==> src/hw/rtl/assert_macros.svh <==
// Assertion helpers shared by the RTL of the channel function block.
// Bodies compile away when SYNTHESIS is defined; expects clk_i and rst_ni in scope.
`ifndef ASSERT_MACROS_SVH
`define ASSERT_MACROS_SVH
`ifndef SYNTHESIS
`define ASSERT_CHK(lbl, prop, msg) \
  lbl: assert property (@(posedge clk_i) disable iff (!rst_ni) prop) else $error(msg);
`define ASSERT_NEVER(lbl, expr, msg) \
  lbl: assert property (@(posedge clk_i) disable iff (!rst_ni) !(expr)) else $error(msg);
`else
`define ASSERT_CHK(lbl, prop, msg)
`define ASSERT_NEVER(lbl, expr, msg)
`endif
`endif

==> src/hw/rtl/cfa_pkg.sv <==
// Types, codes and microcode program of the channel function activation block.
// No dependencies; used by cfa_useq and channel_function_activation.
`default_nettype none
package cfa_pkg;

  localparam int PcW = 5;
  typedef logic [PcW-1:0] upc_t;

  // input word modes
  localparam logic [1:0] MODE_WR_OWN   = 2'd0;
  localparam logic [1:0] MODE_WR_LINK  = 2'd1;
  localparam logic [1:0] MODE_WR_VALUE = 2'd2;
  localparam logic [1:0] MODE_QUERY    = 2'd3;

  // master link kinds
  localparam logic [1:0] LINK_NONE    = 2'd0;
  localparam logic [1:0] LINK_INVALID = 2'd1;
  localparam logic [1:0] LINK_CHAIN   = 2'd2;
  localparam logic [1:0] LINK_OTHER   = 2'd3;

  // configuration register indexes
  localparam int CfgIdxW = 2;
  localparam int CfgDataW = 9;
  localparam logic [CfgIdxW-1:0] CFG_FUNCTION_COUNT = 2'd0;
  localparam logic [CfgIdxW-1:0] CFG_SOURCE_COUNT   = 2'd1;

  typedef struct packed {
    logic [31:0] id;
    logic [8:0]  src;
    logic [31:0] lo;
    logic [31:0] hi;
  } own_entry_t;

  typedef struct packed {
    logic [1:0]  kind;
    logic [31:0] id;
    logic [31:0] lo;
    logic [31:0] hi;
  } link_entry_t;

  typedef enum logic [3:0] {
    OP_NOP,
    OP_INIT_QUERY,
    OP_SCAN,
    OP_SET_CUR,
    OP_RD_CUR,
    OP_LATCH_CUR,
    OP_INIT_LINK,
    OP_RD_FOUND,
    OP_LATCH_SRC,
    OP_NEXT_LEVEL,
    OP_ANSWER_0,
    OP_ANSWER_1
  } op_e;

  typedef enum logic [3:0] {
    C_NEVER,
    C_ALWAYS,
    C_SCAN_BUSY,
    C_NO_HIT,
    C_DEPTH_OVER,
    C_RANGE_FAIL,
    C_KIND_INVALID,
    C_KIND_NONE,
    C_KIND_NOT_CHAIN
  } cond_e;

  typedef struct packed {
    op_e   op;
    cond_e cond;
    upc_t  target;
  } ctl_word_t;

  typedef struct packed {
    logic scan_busy;
    logic no_hit;
    logic depth_over;
    logic range_fail;
    logic kind_invalid;
    logic kind_none;
    logic kind_not_chain;
  } cond_flags_t;

  // program addresses
  localparam upc_t U_INIT       = 5'd0;
  localparam upc_t U_SCAN_ID    = 5'd1;
  localparam upc_t U_TEST_ID    = 5'd2;
  localparam upc_t U_SET_CUR    = 5'd3;
  localparam upc_t U_LEVEL      = 5'd4;
  localparam upc_t U_RD_CUR     = 5'd5;
  localparam upc_t U_LATCH_CUR  = 5'd6;
  localparam upc_t U_OWN_RANGE  = 5'd7;
  localparam upc_t U_KIND_BAD   = 5'd8;
  localparam upc_t U_KIND_NONE  = 5'd9;
  localparam upc_t U_INIT_LINK  = 5'd10;
  localparam upc_t U_SCAN_LINK  = 5'd11;
  localparam upc_t U_TEST_LINK  = 5'd12;
  localparam upc_t U_RD_MASTER  = 5'd13;
  localparam upc_t U_LATCH_MSRC = 5'd14;
  localparam upc_t U_MST_RANGE  = 5'd15;
  localparam upc_t U_KIND_CHAIN = 5'd16;
  localparam upc_t U_NEXT       = 5'd17;
  localparam upc_t U_FAIL       = 5'd18;
  localparam upc_t U_PASS       = 5'd19;

  function automatic ctl_word_t ucode_rom(input upc_t pc);
    ctl_word_t w;
    w = '{op: OP_ANSWER_0, cond: C_NEVER, target: U_FAIL};
    unique case (pc)
      U_INIT:       w = '{op: OP_INIT_QUERY, cond: C_NEVER,          target: U_INIT};
      U_SCAN_ID:    w = '{op: OP_SCAN,       cond: C_SCAN_BUSY,      target: U_SCAN_ID};
      U_TEST_ID:    w = '{op: OP_NOP,        cond: C_NO_HIT,         target: U_FAIL};
      U_SET_CUR:    w = '{op: OP_SET_CUR,    cond: C_NEVER,          target: U_INIT};
      U_LEVEL:      w = '{op: OP_NOP,        cond: C_DEPTH_OVER,     target: U_FAIL};
      U_RD_CUR:     w = '{op: OP_RD_CUR,     cond: C_NEVER,          target: U_INIT};
      U_LATCH_CUR:  w = '{op: OP_LATCH_CUR,  cond: C_NEVER,          target: U_INIT};
      U_OWN_RANGE:  w = '{op: OP_NOP,        cond: C_RANGE_FAIL,     target: U_FAIL};
      U_KIND_BAD:   w = '{op: OP_NOP,        cond: C_KIND_INVALID,   target: U_FAIL};
      U_KIND_NONE:  w = '{op: OP_NOP,        cond: C_KIND_NONE,      target: U_PASS};
      U_INIT_LINK:  w = '{op: OP_INIT_LINK,  cond: C_NEVER,          target: U_INIT};
      U_SCAN_LINK:  w = '{op: OP_SCAN,       cond: C_SCAN_BUSY,      target: U_SCAN_LINK};
      U_TEST_LINK:  w = '{op: OP_NOP,        cond: C_NO_HIT,         target: U_FAIL};
      U_RD_MASTER:  w = '{op: OP_RD_FOUND,   cond: C_NEVER,          target: U_INIT};
      U_LATCH_MSRC: w = '{op: OP_LATCH_SRC,  cond: C_NEVER,          target: U_INIT};
      U_MST_RANGE:  w = '{op: OP_NOP,        cond: C_RANGE_FAIL,     target: U_FAIL};
      U_KIND_CHAIN: w = '{op: OP_NOP,        cond: C_KIND_NOT_CHAIN, target: U_PASS};
      U_NEXT:       w = '{op: OP_NEXT_LEVEL, cond: C_ALWAYS,         target: U_LEVEL};
      U_FAIL:       w = '{op: OP_ANSWER_0,   cond: C_NEVER,          target: U_FAIL};
      U_PASS:       w = '{op: OP_ANSWER_1,   cond: C_NEVER,          target: U_PASS};
      default:      w = '{op: OP_ANSWER_0,   cond: C_NEVER,          target: U_FAIL};
    endcase
    return w;
  endfunction

endpackage
`default_nettype wire

==> src/hw/rtl/cfa_useq.sv <==
// Microcode sequencer: step counter, program ROM from cfa_pkg, conditional jumps.
// Depends on cfa_pkg.
`default_nettype none
module cfa_useq
  import cfa_pkg::*;
(
  input  wire logic        clk_i,
  input  wire logic        rst_ni,
  input  wire logic        start_i,
  input  wire logic        run_i,
  input  cond_flags_t      flags_i,
  output op_e              op_o
);

  upc_t      pc_q, pc_d;
  ctl_word_t word;
  logic      take;

  always_comb begin
    word = ucode_rom(pc_q);
    unique case (word.cond)
      C_NEVER:          take = 1'b0;
      C_ALWAYS:         take = 1'b1;
      C_SCAN_BUSY:      take = flags_i.scan_busy;
      C_NO_HIT:         take = flags_i.no_hit;
      C_DEPTH_OVER:     take = flags_i.depth_over;
      C_RANGE_FAIL:     take = flags_i.range_fail;
      C_KIND_INVALID:   take = flags_i.kind_invalid;
      C_KIND_NONE:      take = flags_i.kind_none;
      C_KIND_NOT_CHAIN: take = flags_i.kind_not_chain;
      default:          take = 1'b0;
    endcase
  end

  always_comb begin
    pc_d = pc_q;
    if (start_i) begin
      pc_d = U_INIT;
    end else if (run_i) begin
      pc_d = take ? word.target : pc_q + 1'b1;
    end
  end

  assign op_o = word.op;

  always_ff @(posedge clk_i or negedge rst_ni) begin
    if (!rst_ni) begin
      pc_q <= U_INIT;
    end else begin
      pc_q <= pc_d;
    end
  end

endmodule
`default_nettype wire

==> config.mk <==
export PLATFORM = sky130hd
export DESIGN_NAME = cfa_useq
export DESIGN_NICKNAME = d
export VERILOG_FILES = /design/src/hw/rtl/assert_macros.svh /design/src/hw/rtl/cfa_pkg.sv /design/src/hw/rtl/cfa_useq.sv
export SDC_FILE = /design/constraint.sdc
export NUM_CORES = 1
export LEC_CHECK = 0
export BUFFER_PORTS_ARGS = -buffer_cell sky130_fd_sc_hd__buf_2
export CAP_MARGIN = 25
export CORE_MARGIN = 4
export CORE_UTILIZATION = 45
export CTS_BUF_LIST = sky130_fd_sc_hd__clkbuf_8
export DETAILED_ROUTE_END_ITERATION = 8
export PLACE_DENSITY = 0.77
export SYNTH_ARGS = -nofsm -noshare
export SYNTH_HDL_FRONTEND = slang
export SYNTH_SLANG_ARGS = --single-unit
==> constraint.sdc <==
create_clock -name clk_i -period 2.8 [get_ports clk_i]
set_input_delay 0.56 -clock clk_i [delete_from_list [all_inputs] [get_ports clk_i]]
set_output_delay 0.56 -clock clk_i [all_outputs]
set_load 0.01 [all_outputs]
[Yosys cells after proc, flatten, opt, wreduce, memory -nomap -nowiden]
Memory sizes are Yosys's and may differ from the RTL's.
Index checks and enable logic that the tools add are counted.
Word-level totals
  register bits after elaboration: 5
  latch bits: 0
  bits in writable memories: 0
  ROM bits: 416
  input bits: 11
  memories: 1
Operators by class
  add/subtract/negate cells: 1
  multipliers: 0
  div/mod/pow operators: 0
  magnitude comparators: 0
  equality and inequality tests: 8
  shift-type cells: 0
  multiplexer cells: 4
  bitwise gates (word level): 0
  reductions and logical operators: 1
Memories
  (no name shown): words 32, bits a word 13, rd ports 1, clocked after Yosys merged registers in 0, wr ports 0, RTL line cfa_pkg.sv:109  | unique case (pc)
Operators by type and width (number)
  $eq 4x3->1 const B: 4
  $mux 5: 3
  $eq 4x2->1 const B: 2
  $pmux 1 s8: 1
  $add 5x1->5 const B: 1
  $eq 4x1->1 const B: 1
  $eq 4x4->1 const B: 1
  $reduce_bool 2->1: 1

[Longest topological paths before layout]
Gate-level depths: netlist (run 1).
An unclocked memory read counts as a cell.
  depth in word-level cells: 6
  gate-level depth with buffers: 10
  gate-level depth less buffers: 9

[Worst setup path before layout (run 1)]
Ideal clock, no wire load.
  kind: reg-to-reg
  start point: register pc_q[1]
  end point: register pc_q[2]
  library setup time: 0.094 ns
  arrival time: 2.682 ns
  required time: 2.706 ns
  path slack: 0.024 ns
  stages on the path, launching flop included: 11
  buffers on the path: 1
  period minus slack after synthesis: 2.776 ns
  cell sequence: dfrtp_1 > clkbuf_1 > inv_1 > ha_1 > mux2i_2 > o32ai_4 > mux2i_1 > o311a_1 > o22ai_4 > mux2_4 > a211oi_1
Between the ends
  longest elaborated chain between the ends: 6
  elaborated cells on any way between the ends: 14
Ends and longest elaborated chain
  start, declared: RTL line cfa_useq.sv:15  | upc_t pc_q, pc_d;
  start signal, assigned: RTL line cfa_useq.sv:50  | pc_q <= pc_d;
  $mem_v2 32x13
  $eq 4x4->1 (tied with other cells): RTL line cfa_useq.sv:21  | unique case (word.cond)
  $pmux 1 s8: RTL line cfa_useq.sv:21
  $mux 5 *: RTL line cfa_useq.sv:40  | pc_d = take ? word.target : pc_q + 1'b1;
  $mux 5 *: RTL line cfa_useq.sv:39  | end else if (run_i) begin
  $mux 5 *: RTL line cfa_useq.sv:37  | if (start_i) begin
Mark *: on every way between the ends. The rest lies on a longest branch, timed or not. The select of a mux whose other input is x is not followed.
A chain may end at the register's enable or synchronous reset.

[Final worst setup path (run 1)]
  start point: register pc_q[0]
  end point: register pc_q[2]
Same word-level chain as after synthesis.

==> results of run 1 <==
==> routing by layer <==
layer	up-vias	part of all wire (%)	global-route usage [%]
met1	413	45	22.83
met3	3	4.7	4.819
met4	0	0.58	7.373
li1	404	-	-
met5	-	0	0
met2	26	50	26.09
==> through the flow <==
step | hold WS [ns] | power, mW | utilization (%) | setup slack [ns]
2_1_floorplan | 0.2644 | 0.6299 | - | 0.02425
5_1_grt | 0.1395 | 0.9971 | 58.89 | 0.009087
3_3_place_gp | 0.3787 | 0.7717 | 55.79 | 0.2573
6_report | 0.1429 | 0.9197 | 58.89 | 0.1547
4_1_cts | 0.1431 | 0.9144 | 58.65 | 0.1211
3_5_place_dp | 0.3769 | 0.7816 | 55.79 | 0.1472
==> report_power, final <==
| group | total [mW] | internal [mW] | switching (mW) | leakage, nW |
|---|---|---|---|---|
| registers | 0.135 | 0.0916 | 0.0433 | 0.0670 |
| clock network | 0.128 | 0.0938 | 0.0337 | 0.0269 |
| logic | 0.657 | 0.295 | 0.362 | 0.280 |
==> final cells by class <==
cell class                 count  area (um^2)  share of cell area, %
clock inverter                 1        3.754                 0.4043
multi-input combinational     82        619.3                  66.71
timing repair buffer          18        100.1                  10.78
clock buffer                   3        41.29                  4.447
inverter                       5        18.77                  2.022
tap                           16        20.02                  2.156
sequential                     5        125.1                  13.48
==> logic make-up (layout without fill, tap and decap cells) <==
family	after synthesis	count (layout)	synth area share [%]
AO/OA/AOI/OAI	38	38	38.33
AND/OR/NAND/NOR	32	32	20.82
buffers and inverters	13	27	6.623
adder cells (fa/ha/maj)	6	6	9.463
multiplexers	6	6	8.989
flip-flops	5	5	15.77
==> synth_stat cells (2+ instances only) <==
library cell  instances
a211oi_1              2
a21boi_0              2
a21oi_1              10
a221oi_1              2
a22o_1                2
a31oi_1               2
buf_2                 3
clkbuf_1              5
dfrtp_1               5
ha_1                  6
inv_1                 4
mux2i_1               2
nand2_1               9
nand2b_1              4
nand3_1               4
nand4_1               2
nor2_1                7
nor3b_1               2
o21ai_0               3
==> how the worst min path moves through the flow <==
stage	start	to	slack [ns]	cells past startpoint
6_report	rst_ni	pc_q[1]	0.14	1
5_1_grt	rst_ni	pc_q[1]	0.14	1
4_1_cts	rst_ni	pc_q[1]	0.14	1
3_5_place_dp	rst_ni	pc_q[4]	0.38	1
3_3_place_gp	rst_ni	pc_q[2]	0.38	1
2_1_floorplan	rst_ni	pc_q[0]	0.26	0
==> repair_timing <==
action | 4_1_cts | 5_1_grt
gates resized for setup | 0 | 1
setup endpoints to repair | 0 | 1
hold buffers | 0 | 0
setup buffers | 0 | 0
==> flow_summary.yaml, run 1 <==
status:
  status: "completed"
critical_path:
  path_max_fanout: 8
  crit_type: "flip-flop to flip-flop"
  rr_worst_depth: 9
  endpoint_kind: "flip-flop"
  crit_buf_inv: 1
  rr_startpoint: "pc_q[0]"
  cp_slowest_cell: "dfrtp_1"
  r2r_slack_ns: 0.15
  r2r-end: "pc_q[2]"
  critPathLaunch: "pc_q[0]"
  critPathLaunchType: "flip-flop"
  max_stage_delay_ns: 0.36
  crit_path_cell_trace: "inv_1, ha_1, mux2i_2, o32ai_4, mux2i_1, o311a_1, o22ai_4, mux2_4, a211oi_1"
  crit_end: "pc_q[2]"
  path_delay_family: "compound AO/OA/AOI/OAI gates"
  cp.required_ns: 2.92
  cp.depth: 9
  arrival_ns: 2.77
die:
  core_area_mm2: 0.001577
  num_rows: 14
  start_util_pct: 50.32
  fp.dieH_um: 49.99
  die_area_mm2: 0.002499
  pin_count: 15
  die_w_um: 49.99
placed_design:
  dp_hpwl_mm: 1.565
  placed_area_um2: 879.6
  io_buffers: 14
  place_congestion: 0.8537
  dp.cells: 126
yosys:
  synth.largest_area_cell: "dfrtp_1"
  synth_edf_count: 0
  synth_fp_nets: 117
  synth_cell_types: 43
  synth_area_um2: 793.3
  yosysSeqAreaShare_pct: 15.77
  syn_area_per_cell_um2: 7.933
  synth_top_area_share_pct: 15.77
  async_flop_share_pct: 100.0
  synth_area_leaders: "dfrtp_1 (16%), ha_1 (9.5%), a21oi_1 (6.3%), nand2_1 (4.3%), o32ai_4 (3.5%)"
  netlist_instances: 100
  synth_ff_type: "dfrtp_1"
  ys.warnings.count: 0
  ys_seq_elements: 5
clocking:
  cts-root-buf: "clkbuf_8"
  ctsHtreeMaxLevel: 1
  cts-buffers-inserted: 3
  cts.reportedPaths.clkPinSlew_ns: 0.04
  worstSkewPairLatency_ns: 0.22
  tritoncts: "built"
  clk_path_buf_depth: 2
  cts_sinks: 5
sta:
  setup_tns_ns: 0
  finalHoldViolations: 0
  setup_violations: 0
  post-route-period-util_pct: 94.48
  drv_slew: 0
  period_minus_slack_ns: 2.645
  max-slew-margin-rel_pct: 59.50
  rsz0062_at_grt: "false"
  worst_slew_pin_slew_ns: 0.6075
  clock_skew_ns: 0.003625
  max_freq_mhz: 378.0
routing:
  wirelength_mm: 2.053
  viasPerCell: 6.508
  dr.pass1.iters: 4
  ant_nets: 0
  post_drt_wl_per_cell_um: 15.79
  vias: 846
  drtIter0Drc: 34
  drc: 0
global_route:
  grt_pass1_vias: 761
  grt_max_degree: 20
  grt_pass1_wl_mm: 3.422
  gr-total-overflow: 0
  antenna_found_initial: 0
  grt.total_usage_pct: 17.34
finish:
  nFillCells: 152
  finalNonFillerCells: 130
  final_nets: 132
  largest_registers: "pc_q (5)"
  antenna_cells: 0
  largest_reg_flops: 5
  final_common_cell: "buf_2"
  drive_gt1_share_pct: 25.44
  final_area_um2: 928.4
  most-common-layout-cells: "buf_2 (14), nand2_1 (9), a21oi_1 (9), nor2_1 (7), ha_1 (6)"
  largest_register: "pc_q"
  syn2layout_area_growth_pct: 17.03
pwr:
  power_per_cell_area_mw_per_mm2: 990.7
  vdd_ir_drop_max_mv: 0.5441
  p_leak_nw: 0.3743
hold_path:
  hold_class: "input pin to async pin"
run:
  drv_cap: 0
Note: power is estimated with default switching activity, not from simulation.
==> run 2: changes to the inputs <==
--- a/config.mk
+++ b/config.mk
@@ -8,10 +8,10 @@
 export BUFFER_PORTS_ARGS = -buffer_cell sky130_fd_sc_hd__buf_2
 export CAP_MARGIN = 25
 export CORE_MARGIN = 4
-export CORE_UTILIZATION = 45
+export CORE_UTILIZATION = 51
 export CTS_BUF_LIST = sky130_fd_sc_hd__clkbuf_8
 export DETAILED_ROUTE_END_ITERATION = 8
-export PLACE_DENSITY = 0.77
+export PLACE_DENSITY = 0.84
 export SYNTH_ARGS = -nofsm -noshare
 export SYNTH_HDL_FRONTEND = slang
 export SYNTH_SLANG_ARGS = --single-unit
==> run 2 against run 1 <==
Against the previous run:
- combinational power rose by 3%
- sequential cell count is the same
- sequential power is 3% lower
- hold slack improved by 0.0013 ns
- core utilization rose by 9.0 points
- cell count up 0.77%
- die area down 9.9%
- global-route usage rose by 3.5 points
- first-iteration DRC count shrank 8.8%
- critical path depth stayed put
- sequential share of layout area decreased by 0.14 points
==> flow_summary.yaml, run 2 (synthesized netlist as in run 1, its figures left out) <==
global_route:
  grt.total_usage_pct: 20.85
  grt_pass1_vias: 747
  gr-total-overflow: 0
  grt_pass1_wl_mm: 3.325
  grt_max_degree: 20
  antenna_found_initial: 0
sta:
  drv_slew: 0
  max_freq_mhz: 390.8
  period_minus_slack_ns: 2.559
  max-slew-margin-rel_pct: 58.42
  clock_skew_ns: 0.0003454
  worst_slack_ns: 0.2410
  finalHoldViolations: 0
  worst_slew_pin_slew_ns: 0.6237
  rsz0062_at_grt: "false"
  setup_violations: 0
  setup_tns_ns: 0
  post-route-period-util_pct: 91.39
status:
  status: "completed"
finish:
  antenna_cells: 0
  fin_util_pct: 67.87
  largest_reg_flops: 5
  largest_register: "pc_q"
  final_common_cell: "buf_2"
  drive_gt1_share_pct: 25.86
  syn2layout_area_growth_pct: 18.30
  largest_registers: "pc_q (5)"
  most-common-layout-cells: "buf_2 (14), a21oi_1 (10), nand2_1 (9), nor2_1 (7)"
  final_nets: 134
die:
  num_rows: 13
  fp.dieH_um: 47.44
  die_w_um: 47.44
  die_area_mm2: 0.002251
  core_area_mm2: 0.001383
  start_util_pct: 57.38
  pin_count: 15
critical_path:
  rr_worst_depth: 9
  r2r_slack_ns: 0.24
  critPathLaunchType: "flip-flop"
  r2r-end: "pc_q[2]"
  crit_buf_inv: 1
  arrival_ns: 2.69
  cp_slowest_cell: "dfrtp_1"
  path_delay_family: "compound AO/OA/AOI/OAI gates"
  max_stage_delay_ns: 0.37
  endpoint_kind: "flip-flop"
  crit_path_cell_trace: "inv_1, ha_1, mux2i_2, o32ai_4, mux2i_1, o311a_1, o22ai_4, mux2_4, a211oi_1"
  path_max_fanout: 8
  crit_type: "flip-flop to flip-flop"
  rr_startpoint: "pc_q[1]"
  cp.required_ns: 2.93
placed_design:
  io_buffers: 14
  place_ws_ns: 0.2561
  dp_hpwl_mm: 1.586
  place_congestion: 0.8742
routing:
  vias: 859
  post_drt_wl_per_cell_um: 15.79
  dr.pass1.iters: 4
  top_layer: "met3"
  viasPerCell: 6.557
  wl_met3_um: 179
  wirelength_mm: 2.069
  ant_nets: 0
  drtIter0Drc: 31
  routed-wl-met2_um: 968
  met1_length_um: 921
  drc: 0
pwr:
  vdd_ir_drop_max_mv: 0.6179
  p_leak_nw: 0.3843
  finalPower_uw: 936.5
  power_per_cell_area_mw_per_mm2: 998.0
clocking:
  tritoncts: "built"
  cts_resized: 0
  worstSkewPairLatency_ns: 0.22
  cts-hold-fix-buffers: 0
  ctsHtreeMaxLevel: 1
  postCtsSetupRepairBufs: 0
  cts-root-buf: "clkbuf_8"
  cts-buffers-inserted: 3
  clk_path_buf_depth: 2
  cts_sinks: 5
  cts.reportedPaths.clkPinSlew_ns: 0.03
run:
  drv_cap: 0
hold_path:
  hold_class: "input pin to async pin"
-- run 2: area by class of cell --
cell class | count | area (um^2)
Multi-Input combinational cell | 82 | 615.6
Fill cell | 104 | 444.2
Sequential cell | 5 | 125.1
Timing Repair Buffer | 20 | 115.1
Clock buffer | 3 | 41.29
Inverter | 5 | 18.77
Tap cell | 15 | 18.77
Clock inverter | 1 | 3.754
-- run 2: stage by stage --
stage | hold WS, ns | area (um^2) | std cells
after floorplan | 0.2644 | 793.3 | 100
after CTS | 0.1394 | 938.4 | 131
after detailed placement | 0.3745 | 893.4 | 127
after global routing | 0.1413 | 938.4 | 131
after global placement | 0.3743 | 893.4 | 127
final | 0.1442 | 938.4 | 131
-- run 2: worst reg2reg max path: stages (launching register included) --
cell	delay, ns
dfrtp_1	0.37
inv_1	0.10
ha_1	0.29
mux2i_2	0.22
o32ai_4	0.15
mux2i_1	0.16
o311a_1	0.33
o22ai_4	0.30
mux2_4	0.33
a211oi_1	0.21
-- run 2: how the worst max path moves through the flow --
stage                        from  endpoint  cells past startpoint
after CTS                 pc_q[1]   pc_q[2]                      9
after global placement    pc_q[1]   pc_q[2]                      9
final                     pc_q[1]   pc_q[2]                      9
after global routing      pc_q[1]   pc_q[2]                      9
after floorplan           pc_q[1]   pc_q[2]                     10
after detailed placement  pc_q[1]   pc_q[2]                      9
-- run 2: power breakdown --
group	switching, mW	leakage, nW	internal (mW)
Combinational	0.370	0.290	0.307
Clock	0.0346	0.0269	0.0939
Sequential	0.0394	0.0670	0.0917
-- run 2: per-layer routing --
metal | global-route usage (%) | vias to the layer above
met3 | 6.767 | 0
met2 | 29.68 | 38
met4 | 3.867 | 0
met1 | 30.75 | 409
li1 | - | 412
met5 | 0 | -
